**src/hdl/cfm_pkg.sv**
```systemverilog
`timescale 1ns / 1ps

package cfm_pkg;

  localparam int SAMPLE_BITS_DEF = 16;
  localparam int GAIN_BITS = 7;
  localparam int CFG_INDEX_BITS = 8;

  localparam logic [GAIN_BITS-1:0] GAIN_RESET = 7'd64;
  localparam logic [GAIN_BITS-1:0] FADER_CENTER = 7'd64;
  localparam logic [GAIN_BITS-1:0] FADER_TOP = 7'd127;

  localparam logic [CFG_INDEX_BITS-1:0] REG_GAIN_ONE = 8'd0;
  localparam logic [CFG_INDEX_BITS-1:0] REG_GAIN_TWO = 8'd1;
  localparam logic [CFG_INDEX_BITS-1:0] REG_MASTER_GAIN = 8'd2;
  localparam logic [CFG_INDEX_BITS-1:0] REG_FADER_POSITION = 8'd3;

  typedef struct packed {
    logic [GAIN_BITS-1:0] gain_one;
    logic [GAIN_BITS-1:0] gain_two;
    logic [GAIN_BITS-1:0] master_gain;
    logic [GAIN_BITS-1:0] fader_position;
  } cfm_cfg_t;

  typedef struct packed {
    logic load;
    logic mul_x1;
    logic mul_n1;
    logic scale1;
    logic div_step;
    logic mul_x2;
    logic mul_n2;
    logic mix;
    logic finish;
  } cfm_cmd_t;

  typedef struct packed {
    logic div_need;
    logic div_done;
    logic out_free;
  } cfm_status_t;

endpackage

```
**src/hdl/cfm_if.sv**
```systemverilog
`timescale 1ns / 1ps

interface cfm_in_if #(
  parameter int SAMPLE_BITS = cfm_pkg::SAMPLE_BITS_DEF
);
  logic                          valid;
  logic                          ready;
  logic signed [SAMPLE_BITS-1:0] sample_one;
  logic signed [SAMPLE_BITS-1:0] sample_two;
  logic                          one_active;
  logic                          two_active;
  logic                          period_last;

  modport source (
    output valid, sample_one, sample_two, one_active, two_active, period_last,
    input  ready
  );
  modport sink (
    input  valid, sample_one, sample_two, one_active, two_active, period_last,
    output ready
  );
endinterface

interface cfm_out_if #(
  parameter int SAMPLE_BITS = cfm_pkg::SAMPLE_BITS_DEF
);
  logic                          valid;
  logic                          ready;
  logic signed [SAMPLE_BITS-1:0] mixed_sample;
  logic signed [SAMPLE_BITS-1:0] peak_one;
  logic signed [SAMPLE_BITS-1:0] peak_two;
  logic                          peaks_updated;

  modport source (
    output valid, mixed_sample, peak_one, peak_two, peaks_updated,
    input  ready
  );
  modport sink (
    input  valid, mixed_sample, peak_one, peak_two, peaks_updated,
    output ready
  );
endinterface

interface cfm_cfg_if;
  logic                                valid;
  logic                                ready;
  logic [cfm_pkg::CFG_INDEX_BITS-1:0]  index;
  logic [cfm_pkg::GAIN_BITS-1:0]       data;

  modport source (
    output valid, index, data,
    input  ready
  );
  modport sink (
    input  valid, index, data,
    output ready
  );
endinterface

```
**src/hdl/two_channel_crossfade_mixer.sv**
```systemverilog
`timescale 1ns / 1ps
// Channel     Dir  Handshake                  Payload
// sample_in   in   valid/ready, transfer      sample_one, sample_two, one_active,
//                                             two_active, period_last
// mix_out     out  valid/ready, transfer      mixed_sample, peak_one, peak_two,
//                                             peaks_updated
// cfg         in   valid/ready (ready high)   index, data
//
// One item runs through the states MUL_X1, MUL_N1, SCALE1, MUL_X2, MUL_N2, MIX and
// FINISH, and through DIV after SCALE1 when both channels are active, the
// fader is right of center and channel one runs through the divide-by-63 loop (one
// step per six bits of the scaled sample, then a final step); one shared 7-bit gain
// multiplier forms every product.
// Reset is synchronous: gains and fader go to 64, peaks to zero, a new period starts.
// A full result register stalls the block in its last step; the next input
// transfer is taken while a result still waits on mix_out.

module two_channel_crossfade_mixer #(
  parameter int SAMPLE_BITS = cfm_pkg::SAMPLE_BITS_DEF
) (
  input logic       clk,
  input logic       rst,
  cfm_in_if.sink    sample_in,
  cfm_out_if.source mix_out,
  cfm_cfg_if.sink   cfg
);
  import cfm_pkg::*;

  cfm_cfg_t    regs;
  cfm_cmd_t    cmd;
  cfm_status_t status;

  cfm_regs u_regs (
    .clk  (clk),
    .rst  (rst),
    .cfg  (cfg),
    .regs (regs)
  );

  cfm_ctrl u_ctrl (
    .clk      (clk),
    .rst      (rst),
    .in_valid (sample_in.valid),
    .in_ready (sample_in.ready),
    .status   (status),
    .cmd      (cmd)
  );

  cfm_datapath #(
    .SAMPLE_BITS (SAMPLE_BITS)
  ) u_datapath (
    .clk           (clk),
    .rst           (rst),
    .regs          (regs),
    .cmd           (cmd),
    .status        (status),
    .sample_one    (sample_in.sample_one),
    .sample_two    (sample_in.sample_two),
    .one_active    (sample_in.one_active),
    .two_active    (sample_in.two_active),
    .period_last   (sample_in.period_last),
    .out_valid     (mix_out.valid),
    .out_ready     (mix_out.ready),
    .mixed_sample  (mix_out.mixed_sample),
    .peak_one      (mix_out.peak_one),
    .peak_two      (mix_out.peak_two),
    .peaks_updated (mix_out.peaks_updated)
  );

endmodule

```
**src/hdl/cfm_regs.sv**
```systemverilog
`timescale 1ns / 1ps

module cfm_regs (
  input  logic              clk,
  input  logic              rst,
  cfm_cfg_if.sink           cfg,
  output cfm_pkg::cfm_cfg_t regs
);
  import cfm_pkg::*;

  assign cfg.ready = 1'b1;

  always_ff @(posedge clk) begin
    if (rst) begin
      regs.gain_one       <= GAIN_RESET;
      regs.gain_two       <= GAIN_RESET;
      regs.master_gain    <= GAIN_RESET;
      regs.fader_position <= GAIN_RESET;
    end else if (cfg.valid) begin
      case (cfg.index)
        REG_GAIN_ONE:       regs.gain_one       <= cfg.data;
        REG_GAIN_TWO:       regs.gain_two       <= cfg.data;
        REG_MASTER_GAIN:    regs.master_gain    <= cfg.data;
        REG_FADER_POSITION: regs.fader_position <= cfg.data;
        default: begin
        end
      endcase
    end
  end

endmodule

```
**src/hdl/cfm_ctrl.sv**
```systemverilog
`timescale 1ns / 1ps

module cfm_ctrl (
  input  logic                 clk,
  input  logic                 rst,
  input  logic                 in_valid,
  output logic                 in_ready,
  input  cfm_pkg::cfm_status_t status,
  output cfm_pkg::cfm_cmd_t    cmd
);
  import cfm_pkg::*;

  typedef enum logic [8:0] {
    ST_IDLE   = 9'b000000001,
    ST_MUL_X1 = 9'b000000010,
    ST_MUL_N1 = 9'b000000100,
    ST_SCALE1 = 9'b000001000,
    ST_DIV    = 9'b000010000,
    ST_MUL_X2 = 9'b000100000,
    ST_MUL_N2 = 9'b001000000,
    ST_MIX    = 9'b010000000,
    ST_FINISH = 9'b100000000
  } state_t;

  state_t state;
  state_t state_next;

  always_comb begin
    state_next = state;
    case (state)
      ST_IDLE:   if (in_valid) state_next = ST_MUL_X1;
      ST_MUL_X1: state_next = ST_MUL_N1;
      ST_MUL_N1: state_next = ST_SCALE1;
      ST_SCALE1: state_next = status.div_need ? ST_DIV : ST_MUL_X2;
      ST_DIV:    if (status.div_done) state_next = ST_MUL_X2;
      ST_MUL_X2: state_next = ST_MUL_N2;
      ST_MUL_N2: state_next = ST_MIX;
      ST_MIX:    state_next = ST_FINISH;
      ST_FINISH: if (status.out_free) state_next = ST_IDLE;
      default:   state_next = ST_IDLE;
    endcase
  end

  always_ff @(posedge clk) begin
    if (rst) begin
      state <= ST_IDLE;
    end else begin
      state <= state_next;
    end
  end

  assign in_ready = (state == ST_IDLE);

  always_comb begin
    cmd          = '0;
    cmd.load     = (state == ST_IDLE) && in_valid;
    cmd.mul_x1   = (state == ST_MUL_X1);
    cmd.mul_n1   = (state == ST_MUL_N1);
    cmd.scale1   = (state == ST_SCALE1);
    cmd.div_step = (state == ST_DIV);
    cmd.mul_x2   = (state == ST_MUL_X2);
    cmd.mul_n2   = (state == ST_MUL_N2);
    cmd.mix      = (state == ST_MIX);
    cmd.finish   = (state == ST_FINISH) && status.out_free;
  end

endmodule

```
**src/hdl/cfm_datapath.sv**
```systemverilog
`timescale 1ns / 1ps

module cfm_datapath #(
  parameter int SAMPLE_BITS = cfm_pkg::SAMPLE_BITS_DEF
) (
  input  logic                          clk,
  input  logic                          rst,
  input  cfm_pkg::cfm_cfg_t             regs,
  input  cfm_pkg::cfm_cmd_t             cmd,
  output cfm_pkg::cfm_status_t          status,
  input  logic signed [SAMPLE_BITS-1:0] sample_one,
  input  logic signed [SAMPLE_BITS-1:0] sample_two,
  input  logic                          one_active,
  input  logic                          two_active,
  input  logic                          period_last,
  output logic                          out_valid,
  input  logic                          out_ready,
  output logic signed [SAMPLE_BITS-1:0] mixed_sample,
  output logic signed [SAMPLE_BITS-1:0] peak_one,
  output logic signed [SAMPLE_BITS-1:0] peak_two,
  output logic                          peaks_updated
);
  import cfm_pkg::*;

  localparam int SB = SAMPLE_BITS;
  localparam int OW = SB + GAIN_BITS;
  localparam int AW = SB + 2 * GAIN_BITS;
  localparam int MW = OW + GAIN_BITS + 1;
  localparam int DW = OW - 1;
  localparam logic signed [AW-1:0] SAT_HI = {{(AW-SB+1){1'b0}}, {(SB-1){1'b1}}};
  localparam logic signed [AW-1:0] SAT_LO = ~SAT_HI;

  logic signed [SB-1:0] x1;
  logic signed [SB-1:0] x2;
  logic                 both;
  logic                 last;
  logic signed [AW-1:0] acc;
  logic signed [SB-1:0] c1;
  logic signed [SB-1:0] c2;
  logic                 neg;
  logic [DW-1:0]        r;
  logic [DW-1:0]        qacc;
  logic signed [SB-1:0] running_peak_one;
  logic signed [SB-1:0] running_peak_two;
  logic                 period_start;

  logic                 pos_hi;
  logic                 pos_lo;
  logic [GAIN_BITS-1:0] n1;
  logic [GAIN_BITS-1:0] n2;
  logic signed [OW-1:0] mul_a;
  logic [GAIN_BITS-1:0] mul_b;
  logic signed [MW-1:0] mul_p;
  logic signed [AW-1:0] acc_sh7;
  logic signed [AW-1:0] acc_sh13;
  logic signed [SB-1:0] c2_w;
  logic signed [SB:0]   sum;
  logic [DW-1:0]        u;
  logic [DW-1:0]        r_hi;
  logic [DW-1:0]        quot;
  logic signed [SB-1:0] mix_sat;
  logic signed [SB-1:0] peak1_next;
  logic signed [SB-1:0] peak2_next;
  logic                 out_free;

  assign pos_hi = regs.fader_position > FADER_CENTER;
  assign pos_lo = regs.fader_position < FADER_CENTER;
  assign n1 = (both && pos_hi) ? (FADER_TOP - regs.fader_position) : GAIN_BITS'(1);
  assign n2 = (both && pos_lo) ? regs.fader_position : GAIN_BITS'(1);

  assign acc_sh7  = acc >>> 7;
  assign acc_sh13 = acc >>> 13;
  assign c2_w = (both && pos_lo) ? acc_sh13[SB-1:0] : acc_sh7[SB-1:0];
  assign sum  = (SB+1)'(c1) + (SB+1)'(c2_w);

  always_comb begin
    mul_a = '0;
    mul_b = '0;
    case (1'b1)
      cmd.mul_x1: begin
        mul_a = OW'(x1);
        mul_b = regs.gain_one;
      end
      cmd.mul_n1: begin
        mul_a = acc[OW-1:0];
        mul_b = n1;
      end
      cmd.mul_x2: begin
        mul_a = OW'(x2);
        mul_b = regs.gain_two;
      end
      cmd.mul_n2: begin
        mul_a = acc[OW-1:0];
        mul_b = n2;
      end
      cmd.mix: begin
        mul_a = OW'(sum);
        mul_b = regs.master_gain;
      end
      default: begin
      end
    endcase
  end

  assign mul_p = MW'(mul_a) * MW'($signed({1'b0, mul_b}));

  assign u    = acc_sh7[OW-1] ? ~acc_sh7[DW-1:0] : acc_sh7[DW-1:0];
  assign r_hi = r >> 6;
  assign quot = qacc + DW'(r[5:0] == 6'h3f);

  always_comb begin
    if (acc_sh7 > SAT_HI) begin
      mix_sat = SAT_HI[SB-1:0];
    end else if (acc_sh7 < SAT_LO) begin
      mix_sat = SAT_LO[SB-1:0];
    end else begin
      mix_sat = acc_sh7[SB-1:0];
    end
  end

  assign peak1_next = (period_start || (c1 > running_peak_one)) ? c1 : running_peak_one;
  assign peak2_next = (period_start || (c2 > running_peak_two)) ? c2 : running_peak_two;

  assign out_free        = !out_valid || out_ready;
  assign status.div_need = both && pos_hi;
  assign status.div_done = (r_hi == '0);
  assign status.out_free = out_free;

  always_ff @(posedge clk) begin
    if (cmd.load) begin
      x1   <= one_active ? sample_one : '0;
      x2   <= two_active ? sample_two : '0;
      both <= one_active && two_active;
      last <= period_last;
    end
    if (cmd.mul_x1 || cmd.mul_n1 || cmd.mul_x2 || cmd.mul_n2 || cmd.mix) begin
      acc <= mul_p[AW-1:0];
    end
    if (cmd.scale1) begin
      if (status.div_need) begin
        r    <= u;
        qacc <= '0;
        neg  <= acc_sh7[OW-1];
      end else begin
        c1 <= acc_sh7[SB-1:0];
      end
    end
    if (cmd.div_step) begin
      if (status.div_done) begin
        c1 <= neg ? ~quot[SB-1:0] : quot[SB-1:0];
      end else begin
        r    <= r_hi + DW'(r[5:0]);
        qacc <= qacc + r_hi;
      end
    end
    if (cmd.mix) begin
      c2 <= c2_w;
    end
    if (cmd.finish) begin
      mixed_sample  <= mix_sat;
      peaks_updated <= last;
    end
  end

  always_ff @(posedge clk) begin
    if (rst) begin
      out_valid        <= 1'b0;
      period_start     <= 1'b1;
      running_peak_one <= '0;
      running_peak_two <= '0;
      peak_one         <= '0;
      peak_two         <= '0;
    end else begin
      if (out_valid && out_ready) begin
        out_valid <= 1'b0;
      end
      if (cmd.finish) begin
        out_valid        <= 1'b1;
        running_peak_one <= peak1_next;
        running_peak_two <= peak2_next;
        period_start     <= last;
        if (last) begin
          peak_one <= peak1_next;
          peak_two <= peak2_next;
        end
      end
    end
  end

endmodule

```
**src/flat_wrapper.sv**
```systemverilog
// flat-port wrapper written by rule: the top's interface ports become plain ports
module two_channel_crossfade_mixer_flat import cfm_pkg::*;
#(
  parameter int SAMPLE_BITS = cfm_pkg::SAMPLE_BITS_DEF
)
  (clk, rst, sample_in_valid, sample_in_sample_one, sample_in_sample_two, sample_in_one_active, sample_in_two_active, sample_in_period_last, sample_in_ready, mix_out_valid, mix_out_mixed_sample, mix_out_peak_one, mix_out_peak_two, mix_out_peaks_updated, mix_out_ready, cfg_valid, cfg_index, cfg_data, cfg_ready);
  cfm_in_if #(.SAMPLE_BITS(SAMPLE_BITS)) sample_in_i ();
  cfm_out_if #(.SAMPLE_BITS(SAMPLE_BITS)) mix_out_i ();
  cfm_cfg_if cfg_i ();
  input logic clk;
  input logic rst;
  input wire logic [$bits(sample_in_i.valid)-1:0] sample_in_valid;
  input wire logic [$bits(sample_in_i.sample_one)-1:0] sample_in_sample_one;
  input wire logic [$bits(sample_in_i.sample_two)-1:0] sample_in_sample_two;
  input wire logic [$bits(sample_in_i.one_active)-1:0] sample_in_one_active;
  input wire logic [$bits(sample_in_i.two_active)-1:0] sample_in_two_active;
  input wire logic [$bits(sample_in_i.period_last)-1:0] sample_in_period_last;
  output wire logic [$bits(sample_in_i.ready)-1:0] sample_in_ready;
  output wire logic [$bits(mix_out_i.valid)-1:0] mix_out_valid;
  output wire logic [$bits(mix_out_i.mixed_sample)-1:0] mix_out_mixed_sample;
  output wire logic [$bits(mix_out_i.peak_one)-1:0] mix_out_peak_one;
  output wire logic [$bits(mix_out_i.peak_two)-1:0] mix_out_peak_two;
  output wire logic [$bits(mix_out_i.peaks_updated)-1:0] mix_out_peaks_updated;
  input wire logic [$bits(mix_out_i.ready)-1:0] mix_out_ready;
  input wire logic [$bits(cfg_i.valid)-1:0] cfg_valid;
  input wire logic [$bits(cfg_i.index)-1:0] cfg_index;
  input wire logic [$bits(cfg_i.data)-1:0] cfg_data;
  output wire logic [$bits(cfg_i.ready)-1:0] cfg_ready;
  assign sample_in_i.valid = sample_in_valid;
  assign sample_in_i.sample_one = sample_in_sample_one;
  assign sample_in_i.sample_two = sample_in_sample_two;
  assign sample_in_i.one_active = sample_in_one_active;
  assign sample_in_i.two_active = sample_in_two_active;
  assign sample_in_i.period_last = sample_in_period_last;
  assign sample_in_ready = sample_in_i.ready;
  assign mix_out_valid = mix_out_i.valid;
  assign mix_out_mixed_sample = mix_out_i.mixed_sample;
  assign mix_out_peak_one = mix_out_i.peak_one;
  assign mix_out_peak_two = mix_out_i.peak_two;
  assign mix_out_peaks_updated = mix_out_i.peaks_updated;
  assign mix_out_i.ready = mix_out_ready;
  assign cfg_i.valid = cfg_valid;
  assign cfg_i.index = cfg_index;
  assign cfg_i.data = cfg_data;
  assign cfg_ready = cfg_i.ready;
  two_channel_crossfade_mixer #(.SAMPLE_BITS(SAMPLE_BITS)) u_core (.clk(clk), .rst(rst), .sample_in(sample_in_i), .mix_out(mix_out_i), .cfg(cfg_i));
endmodule
```
**config.mk**
```make
export PLATFORM = sky130hd
export DESIGN_NAME = two_channel_crossfade_mixer_flat
export DESIGN_NICKNAME = d
export VERILOG_FILES = /design/src/hdl/cfm_pkg.sv /design/src/hdl/cfm_if.sv /design/src/hdl/two_channel_crossfade_mixer.sv /design/src/hdl/cfm_regs.sv /design/src/hdl/cfm_ctrl.sv /design/src/hdl/cfm_datapath.sv /design/src/flat_wrapper.sv
export SDC_FILE = /design/constraint.sdc
export NUM_CORES = 1
export LEC_CHECK = 0
export BUFFER_PORTS_ARGS = -buffer_cell sky130_fd_sc_hd__buf_2
export CAP_MARGIN = 20
export CORE_ASPECT_RATIO = 2
export CORE_UTILIZATION = 35
export CTS_CLUSTER_DIAMETER = 150
export DETAILED_ROUTE_END_ITERATION = 16
export PLACE_DENSITY_LB_ADDON = 0.3
export SYNTH_ARGS = -nofsm -noshare
export SYNTH_HDL_FRONTEND = slang
export SYNTH_SLANG_ARGS = --single-unit
```
**constraint.sdc**
```tcl
create_clock -name clk -period 15.65 [get_ports clk]
set_clock_uncertainty 0.05 [all_clocks]
set_input_delay 1.565 -clock clk [delete_from_list [all_inputs] [get_ports clk]]
set_output_delay 1.565 -clock clk [all_outputs]
set_load 0.005 [all_outputs]
```
# After elaboration in Yosys (flattened, before gate mapping)
# Cells that the tools add are included.
[classes]
eq_ne = 16
bitwise_logic = 2
mul = 1
reduce_logical = 24
addsub = 5
n_mux = 37
order_cmp = 6
[op_table]
columns = ["op", "count"]
rows = [
  ["22-bit 2-to-1 mux", 9],
  ["16-bit 2-to-1 mux", 9],
  ["23-bit 2-to-1 mux", 5],
  ["9-bit one-hot mux with 9 select lines", 1],
  ["7-bit 2-to-1 mux", 7],
  ["16-bit > comparator", 2],
  ["23-bit by 8-bit multiplier with 30-bit output", 1],
  ["9-bit 2-to-1 mux", 3],
  ["23-bit by 16-bit > comparator with 1-bit output, second input constant", 1],
  ["23-bit by 16-bit less-than comparator with 1-bit output, second input constant", 1],
  ["22-bit by 16-bit adder with 22-bit output", 1],
  ["22-bit zero test", 1],
  ["22-bit inverter", 1],
  ["16-bit by 16-bit adder with 17-bit output", 1],
  ["16-bit by 6-bit adder with 17-bit output", 1],
  ["16-bit by 1-bit adder with 16-bit output", 1],
  ["8-bit by 2-bit equality test with 1-bit output, second input constant", 2],
  ["16-bit inverter", 1],
  ["2-bit AND reduction", 6],
  ["9-bit by 1-bit equality test with 1-bit output, second input constant", 1],
  ["9-bit by 2-bit equality test with 1-bit output, second input constant", 1],
  ["9-bit by 3-bit equality test with 1-bit output, second input constant", 1],
  ["9-bit by 4-bit equality test with 1-bit output, second input constant", 1],
  ["9-bit by 5-bit equality test with 1-bit output, second input constant", 1],
  ["other kinds (18)", 32],
]
[totals]
ff_bits = 261
in_bits = 55

# Depth between registers and ports, before layout
# Gate-level depths: netlist of run 1.
[depth]
depth_word = 10
mapped_depth = 32

# Cells and area by module
# Synthesis of run 1 repeated with hierarchy kept, for this count alone.
[hier_totals]
hier_cells = 2141
hier_area_um2 = 19713.9
[by_module_without_submodules]
columns = ["mod", "area_per_inst_um2", "cells_per_inst", "n_inst"]
rows = [
  ["cfm_datapath", 17967.2, 1968, 1],
  ["cfm_regs", 1167.4, 105, 1],
  ["cfm_ctrl", 579.3, 68, 1],
]

# Worst setup path before layout of run 1
# OpenSTA, ideal clock, no wires.
[synth_timing]
path_type = "register to register"
start = "register u_core.u_datapath.both"
end = "register u_core.u_datapath.acc[27], data pin"
path_stages_with_launch = 31
n_path_buf = 2
period_less_slack_ps = 7438
required_ps = 15441
arrival_time_ps = 7230
setup_slack_ps = 8212
path_cell_list = "edfxtp_1 -> nand2b_1 -> clkbuf_1 -> clkbuf_1 -> nand2_1 -> nand2_1 -> ha_1 -> a21oi_1 -> o22ai_1 -> o41ai_1 -> o21ai_1 -> a2111oi_0 -> a211oi_1 -> o211a_1 -> nand2b_1 -> fa_1 -> inv_1 -> fa_1 -> fa_1 -> inv_1 -> fa_1 -> inv_1 -> ha_1 -> a21oi_1 -> o21ai_0 -> nor2b_1 -> a21oi_1 -> o311ai_1 -> a41oi_1 -> or4b_1 -> o211ai_1"
[synth_between]
elab_chain_cells = 9
elab_cells_between_ends = 16
classes_between = "add/sub: 1; mul: 1; mux: 12; reduce/logical: 2"
[synth_lines]
columns = ["element", "line_no", "rtl"]
rows = [
  ["start, declared", "cfm_datapath.sv:35", "logic both;"],
  ["start signal, assigned", "cfm_datapath.sv:133", "both <= one_active && two_active;"],
  ["1-bit logical AND", "cfm_datapath.sv:73", "assign c2_w = (both && pos_lo) ? acc_sh13[SB-1:0] : acc_sh7[SB-1:0];"],
  ["16-bit 2-to-1 mux", "cfm_datapath.sv:73", ""],
  ["net u_core.u_datapath.c2_w[1]", "cfm_datapath.sv:56", "logic signed [SB-1:0] c2_w;"],
  ["16-bit by 16-bit adder with 17-bit output", "cfm_datapath.sv:74", "assign sum = (SB+1)'(c1) + (SB+1)'(c2_w);"],
  ["23-bit 2-to-1 mux (5 in a row)", "cfm_datapath.sv:79", "case (1'b1)"],
  ["23-bit by 8-bit multiplier with 30-bit output", "cfm_datapath.sv:105", "assign mul_p = MW'(mul_a) * MW'($signed({1'b0, mul_b}));"],
  ["net u_core.u_datapath.mul_p[27]", "cfm_datapath.sv:53", "logic signed [MW-1:0] mul_p;"],
  ["end signal, assigned", "cfm_datapath.sv:137", "acc <= mul_p[AW-1:0];"],
  ["end, declared", "cfm_datapath.sv:37", "logic signed [AW-1:0] acc;"],
]
# The timed path passes the listed nets, and every way through them passes these cells.
# A chain may end at the register's enable or synchronous reset.

# Final worst setup path of run 1
[layout_timing]
start = "register, netlist name u_core.u_regs.regs[6]"
end = "register u_core.u_datapath.acc[27], data pin"
[layout_between]
elab_chain_cells = 10
elab_cells_between_ends = 19
classes_between = "add/sub: 2; mul: 1; order compare: 2; mux: 12; reduce/logical: 2"
[layout_lines]
columns = ["element", "line_no", "rtl"]
rows = [
  ["7-bit less-than comparator", "cfm_datapath.sv:67", "assign pos_lo = regs.fader_position < FADER_CENTER;"],
  ["1-bit logical AND", "cfm_datapath.sv:73", ""],
  ["16-bit 2-to-1 mux", "cfm_datapath.sv:73", ""],
  ["net u_core.u_datapath.c2_w[3]", "cfm_datapath.sv:56", ""],
  ["16-bit by 16-bit adder with 17-bit output", "cfm_datapath.sv:74", ""],
  ["23-bit 2-to-1 mux (5 in a row)", "cfm_datapath.sv:79", ""],
  ["23-bit by 8-bit multiplier with 30-bit output", "cfm_datapath.sv:105", ""],
  ["net u_core.u_datapath.mul_p[27]", "cfm_datapath.sv:53", ""],
]
# The timed path passes the listed nets, and every way through them passes these cells.

==> results.yml, run 1 <==
clock_tree:
  htreeDepth: 1
  cts_buffer_depth: 3
  cts_root_buf: "clkbuf_16"
  numClockSinks: 255
  clock_latency_ns: 0.56
  postCtsResizedCells: 0
  cts_buffers: 26
  cts_setup_buffers: 0
  postCtsHoldBufs: 0
  cts_tree: "built"
  clk_pin_slew_ns: 0.07
logic_synthesis:
  synthArstFlopShare_pct: 0
  synthTopCellsByCount: "inv_1 (254), nor2_1 (184), dfxtp_1 (157), nand2_1 (148), ha_1 (135)"
  yosysMostFrequentCell: "inv_1"
  synth_edf_count: 98
  synth_area_leaders: "dfxtp_1 (16%), edfxtp_1 (15%), fa_1 (13%), ha_1 (8.7%), inv_1 (4.9%)"
  synth.largest_area_cell: "dfxtp_1"
  ys.flop_type: "dfxtp_1"
  syn-num-nets: 2437
  ys_seq_area_share_pct: 31.3
  synth-seq-cells: 255
  synth_top_area_share_pct: 16.1
  yosysWarnings: 0
  synth_cell_types: 86
  synth_area_um2: 19500
  avgSynthCellArea_um2: 9.16
  netlist_instances: 2125
timing:
  setup_violations: 0
  hold_viol: 0
  timing.final.crit_share_pct: 54.6
  slew_violations: 0
  worstMarginPinSlew_ns: 1.09
  min_period_ns: 8.54
  setup_tns_ns: 0
  fmaxAchievable_ghz: 0.117
  layout_setup_ws_ns: 7.11
  slew_headroom_pct: 27.1
  rsz0062_at_grt: "false"
worst_hold_path:
  hold_class: "flop to flop"
detailed_routing:
  vias: 15600
  avgViaCountPerCell: 5.30
  totalWireLength_um: 60400
  drcViolationCount: 0
  ant_nets: 0
  wl_per_cell_um: 20.4
  drtIter0Drc: 882
  firstDrtPassIters: 6
pwr:
  swShare_pct: 23.5
  power_frac_clock_pct: 47.3
  intPower_w: 0.00114
  seqPwrFrac_pct: 47.6
  power_density_nw_per_um2: 68.4
  p_comb_share_pct: 5.1
  ir_worst_vdd_mv: 0.0698
  p_sw_w: 0.000351
  p_leak_nw: 9.37
floorplan:
  row_count: 121
  die_area_um2: 56600
  coreArea_um2: 54700
  fp.dieH_um: 335
  dieWidth_um: 169
  ios: 107
  initial_utilization_pct: 35.6
grt:
  grt_first_pass_wirelength_um: 92400
  antenna_found_initial: 1
  overflow: 0
  grtUsageTotal_pct: 21.5
  grt_max_degree: 87
  grt_pass1_vias: 16500
worst_setup_path:
  cp.required_ns: 15.98
  cp.arrival_ns: 8.87
  start_kind: "flop"
  critPathMaxFanout: 18
  path_class: "flop to flop"
  cp-end-kind: "flop"
placement:
  gp_congestion: 0.894
  dp_slack_ns: 7.22
  portBuffers: 105
  hpwl_um: 47500
layout:
  nFillCells: 5390
  drive_gt1_share_pct: 10.6
  fin_nets: 2506
  n_antenna_cell: 0
  syn2layout_area_growth_pct: 12.0
status:
  status: "finished, final reports clean"
job:
  max-cap-violations: 0
power by group through the flow:
stage | clock (W) | combinational (W) | sequential, W
2_1_floorplan | 0 | 0.0000464 | 0.000718
3_3_place_gp | 0 | 0.0000747 | 0.000725
3_5_place_dp | 0 | 0.0000758 | 0.000725
4_1_cts | 0.000724 | 0.0000761 | 0.000710
5_1_grt | 0.000745 | 0.0000824 | 0.000710
6_report | 0.000705 | 0.0000758 | 0.000710
sequential cells by signal, indices dropped and copies added, names as in the netlist, 16 cells and up:
name and cells:
u_core.u_datapath.r 22, u_core.u_regs.regs 28, u_core.u_datapath.acc 30, u_core.u_datapath.c2 16, u_core.u_datapath.peak_one 16, u_core.u_datapath.x2 16, u_core.u_datapath.qacc 16, u_core.u_datapath.x1 16
u_core.u_datapath.mixed_sample 16, u_core.u_datapath.c1 16, u_core.u_datapath.peak_two 16, u_core.u_datapath.running_peak_two 16, u_core.u_datapath.running_peak_one 16
area by class of cell:
type | instances | area [µm²] | share of cell area, %
Clock buffer | 33 | 761 | 3.49
Clock inverter | 15 | 205 | 0.941
Inverter | 255 | 962 | 4.41
Multi-Input combinational cell | 1517 | 12100 | 55.3
Sequential cell | 255 | 6090 | 27.9
Tap cell | 738 | 923 | 4.24
Timing Repair Buffer | 139 | 811 | 3.72
critical path, cell delays in order, from the launching register on:
cell	delay, ns
dfxtp_1	0.38
nand2b_1	0.56
nand2_1	0.11
nand2_1	0.14
ha_1	0.28
a21oi_1	0.24
o22ai_1	0.14
o41ai_1	0.64
o21ai_1	0.27
xor2_1	0.22
a21boi_1	0.50
nor2_1	0.12
fa_1	0.53
fa_1	0.44
fa_1	0.55
inv_1	0.06
fa_1	0.52
inv_1	0.04
ha_1	0.36
and3_1	0.23
nand3_1	0.10
o211ai_1	0.12
a31oi_1	0.48
o311ai_1	0.30
a41oi_1	0.40
or4b_1	0.47
o211ai_1	0.12
worst paths after layout:
path | start | endpoint | slack (ns) | depth (start not counted)
setup / recovery | u_core.u_regs.regs[6]$_SDFFE_PP1P_ | u_core.u_datapath.acc[27]$_DFFE_PP_ | 7.11 | 26
hold / removal | u_core.u_regs.regs[20]$_SDFFE_PP1P_ | u_core.u_regs.regs[20]$_SDFFE_PP1P_ | 0.42 | 1
setup reg to reg | u_core.u_regs.regs[6]$_SDFFE_PP1P_ | u_core.u_datapath.acc[27]$_DFFE_PP_ | 7.11 | 26
hold reg to reg | u_core.u_regs.regs[20]$_SDFFE_PP1P_ | u_core.u_regs.regs[20]$_SDFFE_PP1P_ | 0.42 | 1
cell usage in the layout, fill, tap and decap left out, types with 10 or more instances in the layout:
cell	synthesis	routed
inv_1	254	255
nor2_1	184	183
dfxtp_1	157	157
nand2_1	148	148
ha_1	135	135
fa_1	122	122
buf_2	20	104
edfxtp_1	98	98
xnor2_1	81	81
o21ai_0	77	77
a21oi_1	67	67
mux2i_1	60	60
nand3_1	51	51
and2_1	51	50
nand2b_1	49	49
a21o_1	40	40
o21bai_1	39	39
nor2b_1	40	38
nor3_1	34	34
buf_4	1	33
a211oi_1	35	31
clkbuf_16	0	29
xor2_1	27	27
o31ai_1	24	24
o211ai_1	22	22
nand4_1	20	20
or2_2	17	17
a221oi_1	17	17
and3_1	15	15
a2111o_1	15	15
nor4_1	13	13
or3_1	12	12
a222oi_1	10	10
logic make-up (layout without fill, tap and decap cells):
kind of cell	count (synthesis)	after routing	share of synthesized area, %
other	1	1	0.0193
and+or+nand+nor	666	666	16.9
xor gates and xnor gates	108	108	4.86
adders and majority gates	257	257	21.2
DFF	255	255	31.3
muxes	61	61	3.14
buffers and inverters	353	442	7.03
AOI/OAI and AO/OA	424	424	15.5
metal layers:
| layer | GRT usage (%) | routed length [µm] | vias up |
|---|---|---|---|
| met5 | 0 | 13 | - |
| met1 | 20.8 | 21100 | 7632 |
| met4 | 15.9 | 4720 | 2 |
| met3 | 1.99 | 2060 | 175 |
| met2 | 41.3 | 32500 | 429 |
| li1 | - | - | 7404 |
stage by stage:
stage | total power [W] | std cells | instance area (µm²) | utilization, % | hold slack, ns
5_1_grt | 0.00154 | 2952 | 21800 | 39.9 | 0.436
6_report | 0.00149 | 2952 | 21800 | 39.9 | 0.422
3_3_place_gp | 0.000799 | 2902 | 20800 | 38.0 | 0.396
2_1_floorplan | 0.000765 | 2125 | 19500 | - | 0.386
3_5_place_dp | 0.000801 | 2903 | 20800 | 38.1 | 0.403
4_1_cts | 0.00151 | 2951 | 21800 | 39.8 | 0.419
Power figures use the tool's default switching activity.
==> run 2: changes to the inputs <==
Settings changed: ABC_AREA set to 1.
Clock period 15.65 ns to 8.6 ns, I/O delays scaled along.
==> results.yml, run 2 <==
status:
  status: "finished, final reports clean"
timing:
  min_period_ns: 7.36
  timing.final.crit_share_pct: 85.6
  slew_headroom_pct: 27.6
  setup_tns_ns: 0
  holdWs_ns: 0.402
  rsz0062_at_grt: "false"
  setup_violations: 0
  fmaxAchievable_ghz: 0.136
  hold_viol: 0
  slew_violations: 0
  worstMarginPinSlew_ns: 1.08
layout:
  top_regs: "u_core.u_datapath.acc (30), u_core.u_regs.regs (28), u_core.u_datapath.r (22)"
  final_cell_mix: "nand2_1 (571), inv_1 (469), nor2_1 (233), a21oi_1 (214), nand3_1 (201)"
  top_register: "u_core.u_datapath.acc"
  largest_register_ffs: 30
  n_antenna_cell: 0
  final_core_util_pct: 39.1
  fin_area_um2: 22800
  syn2layout_area_growth_pct: 10.0
  fin_nets: 3151
  drive_gt1_share_pct: 8.08
  final_common_cell: "nand2_1"
floorplan:
  initial_utilization_pct: 35.5
  coreArea_um2: 58300
  row_count: 125
  ios: 107
  fp.dieH_um: 346
  die_area_um2: 60300
  dieWidth_um: 174
detailed_routing:
  avgViaCountPerCell: 5.20
  vias: 18800
  wl_per_cell_um: 19.9
  drtIter0Drc: 1242
  drcViolationCount: 0
  firstDrtPassIters: 5
  totalWireLength_um: 72200
  ant_nets: 0
clock_tree:
  cts_setup_buffers: 0
  cts_root_buf: "clkbuf_16"
  cts_buffers: 26
  clock_latency_ns: 0.59
  postCtsHoldBufs: 0
  cts_tree: "built"
  htreeDepth: 1
  postCtsResizedCells: 0
  cts_buffer_depth: 3
  clk_pin_slew_ns: 0.07
  numClockSinks: 255
pwr:
  power_density_nw_per_um2: 123
  power_w: 0.00281
  ir_worst_vdd_mv: 0.126
  p_leak_nw: 10.9
logic_synthesis:
  netlist_instances: 2780
  synthArstFlopShare_pct: 0
  synth_area_leaders: "dfxtp_1 (15%), edfxtp_1 (14%), fa_1 (12%), nand2_1 (10%), inv_1 (8.5%)"
  avgSynthCellArea_um2: 7.46
  synth_area_um2: 20700
  synth_edf_count: 98
  synth.largest_area_cell: "dfxtp_1"
  yosysMostFrequentCell: "nand2_1"
  synth_top_area_share_pct: 15.2
  syn-num-nets: 3092
  ys_seq_area_share_pct: 29.4
  synth_cell_types: 62
  synthTopCellsByCount: "nand2_1 (571), inv_1 (469), nor2_1 (235), a21oi_1 (214), nand3_1 (201)"
  ys.flop_type: "dfxtp_1"
  yosysWarnings: 0
  synth-seq-cells: 255
placement:
  gp_congestion: 1.02
  placed_cell_area_um2: 21900
  hpwl_um: 57800
  portBuffers: 105
worst_setup_path:
  cp-end-kind: "flop"
  r2r_slack_ns: 1.24
  critPathSlowestCell: "fa_1"
  cp.arrival_ns: 7.74
  path_class: "flop to flop"
  critPathTopFamily: "adder cells"
  start_kind: "flop"
  rr_endpoint: "u_core.u_datapath.acc[16]$_DFFE_PP_"
  cp.required_ns: 8.98
  cpPeakStageDelay_ns: 0.55
  path_buf_inv: 5
  critPathMaxFanout: 30
  reg2reg_depth: 29
  r2r_start: "u_core.u_datapath.both$_DFFE_PP_"
grt:
  antenna_found_initial: 0
  grt_pass1_vias: 19100
  grt_max_degree: 65
  overflow: 0
  grtUsageTotal_pct: 24.1
  grt_first_pass_wirelength_um: 110000
worst_hold_path:
  hold_start: "sample_in_period_last"
  hold_class: "input port to flop"
  hold_depth: 1
  holdPathEnd: "u_core.u_datapath.last$_DFFE_PP_"
job:
  max-cap-violations: 0
-- run 2: cells by family (layout without fill, tap and decap cells) --
logic type	Yosys count	in the layout	share of synthesized area [%]
AO/OA/AOI/OAI	495	495	13.5
flip-flops	255	255	29.4
XOR/XNOR	68	68	2.87
buffers and inverters	584	663	11.2
multiplexers	1	1	0.0483
adder cells (fa/ha/maj)	257	257	19.9
other	1	1	0.0181
AND/OR/NAND/NOR	1119	1119	23.1
-- run 2: report_power, final --
part	internal (W)	switching [W]	total [W]
logic	0.0000748	0.000183	0.000258
registers	0.00130	0.0000365	0.00133
clock network	0.000683	0.000529	0.00121
total	0.00206	0.000749	0.00281
-- run 2: through the flow --
| step | cells | setup slack, ns |
|---|---|---|
| 6_report | 3621 | 1.24 |
| 5_1_grt | 3621 | 0.720 |
| 4_1_cts | 3620 | 1.30 |
| 3_5_place_dp | 3572 | 1.34 |
| 3_3_place_gp | 3572 | 1.27 |
| 2_1_floorplan | 2780 | 2.14 |
-- run 2: worst reg2reg max path: cells and delay by family, from the launching register on --
family                   cells  cell delay (ns)
XOR/XNOR                     1             0.20
AO/OA/AOI/OAI                7             1.82
adder cells (fa/ha/maj)      6             2.72
AND/OR/NAND/NOR             10             1.46
buffers and inverters        5             0.58
flip-flops                   1             0.37
-- run 2: worst max path at each step --
| stage | from | to | slack [ns] | depth (start not counted) |
|---|---|---|---|---|
| after CTS | u_core.u_ctrl.state[8]$_SDFFE_PP0P_ | u_core.u_datapath.acc[16]$_DFFE_PP_ | 1.30 | 26 |
| after global placement | u_core.u_ctrl.state[8]$_SDFFE_PP0P_ | u_core.u_datapath.acc[16]$_DFFE_PP_ | 1.27 | 26 |
| after floorplan | u_core.u_datapath.both$_DFFE_PP_ | u_core.u_datapath.acc[29]$_DFFE_PP_ | 2.14 | 37 |
| final | u_core.u_datapath.both$_DFFE_PP_ | u_core.u_datapath.acc[16]$_DFFE_PP_ | 1.24 | 29 |
| after global routing | u_core.u_datapath.both$_DFFE_PP_ | u_core.u_datapath.acc[22]$_DFFE_PP_ | 0.72 | 32 |
| after detailed placement | u_core.u_ctrl.state[8]$_SDFFE_PP0P_ | u_core.u_datapath.acc[16]$_DFFE_PP_ | 1.34 | 26 |
-- run 2: area by class of cell --
type	count	area, µm²
fill	6139	35500
multi-input combinational	1941	12300
sequential	255	6090
inverter	481	1810
tap	762	953
timing repair buffer	134	743
clock buffer	33	718
clock inverter	15	164
-- run 2: routing by layer --
metal  vias up  wire (µm)  track usage, %
met4         0       7050            20.4
met5         -          0               0
li1       9080          -               -
met2       570      38900            46.6
met1      8902      23600            22.0
met3       270       2670            2.65
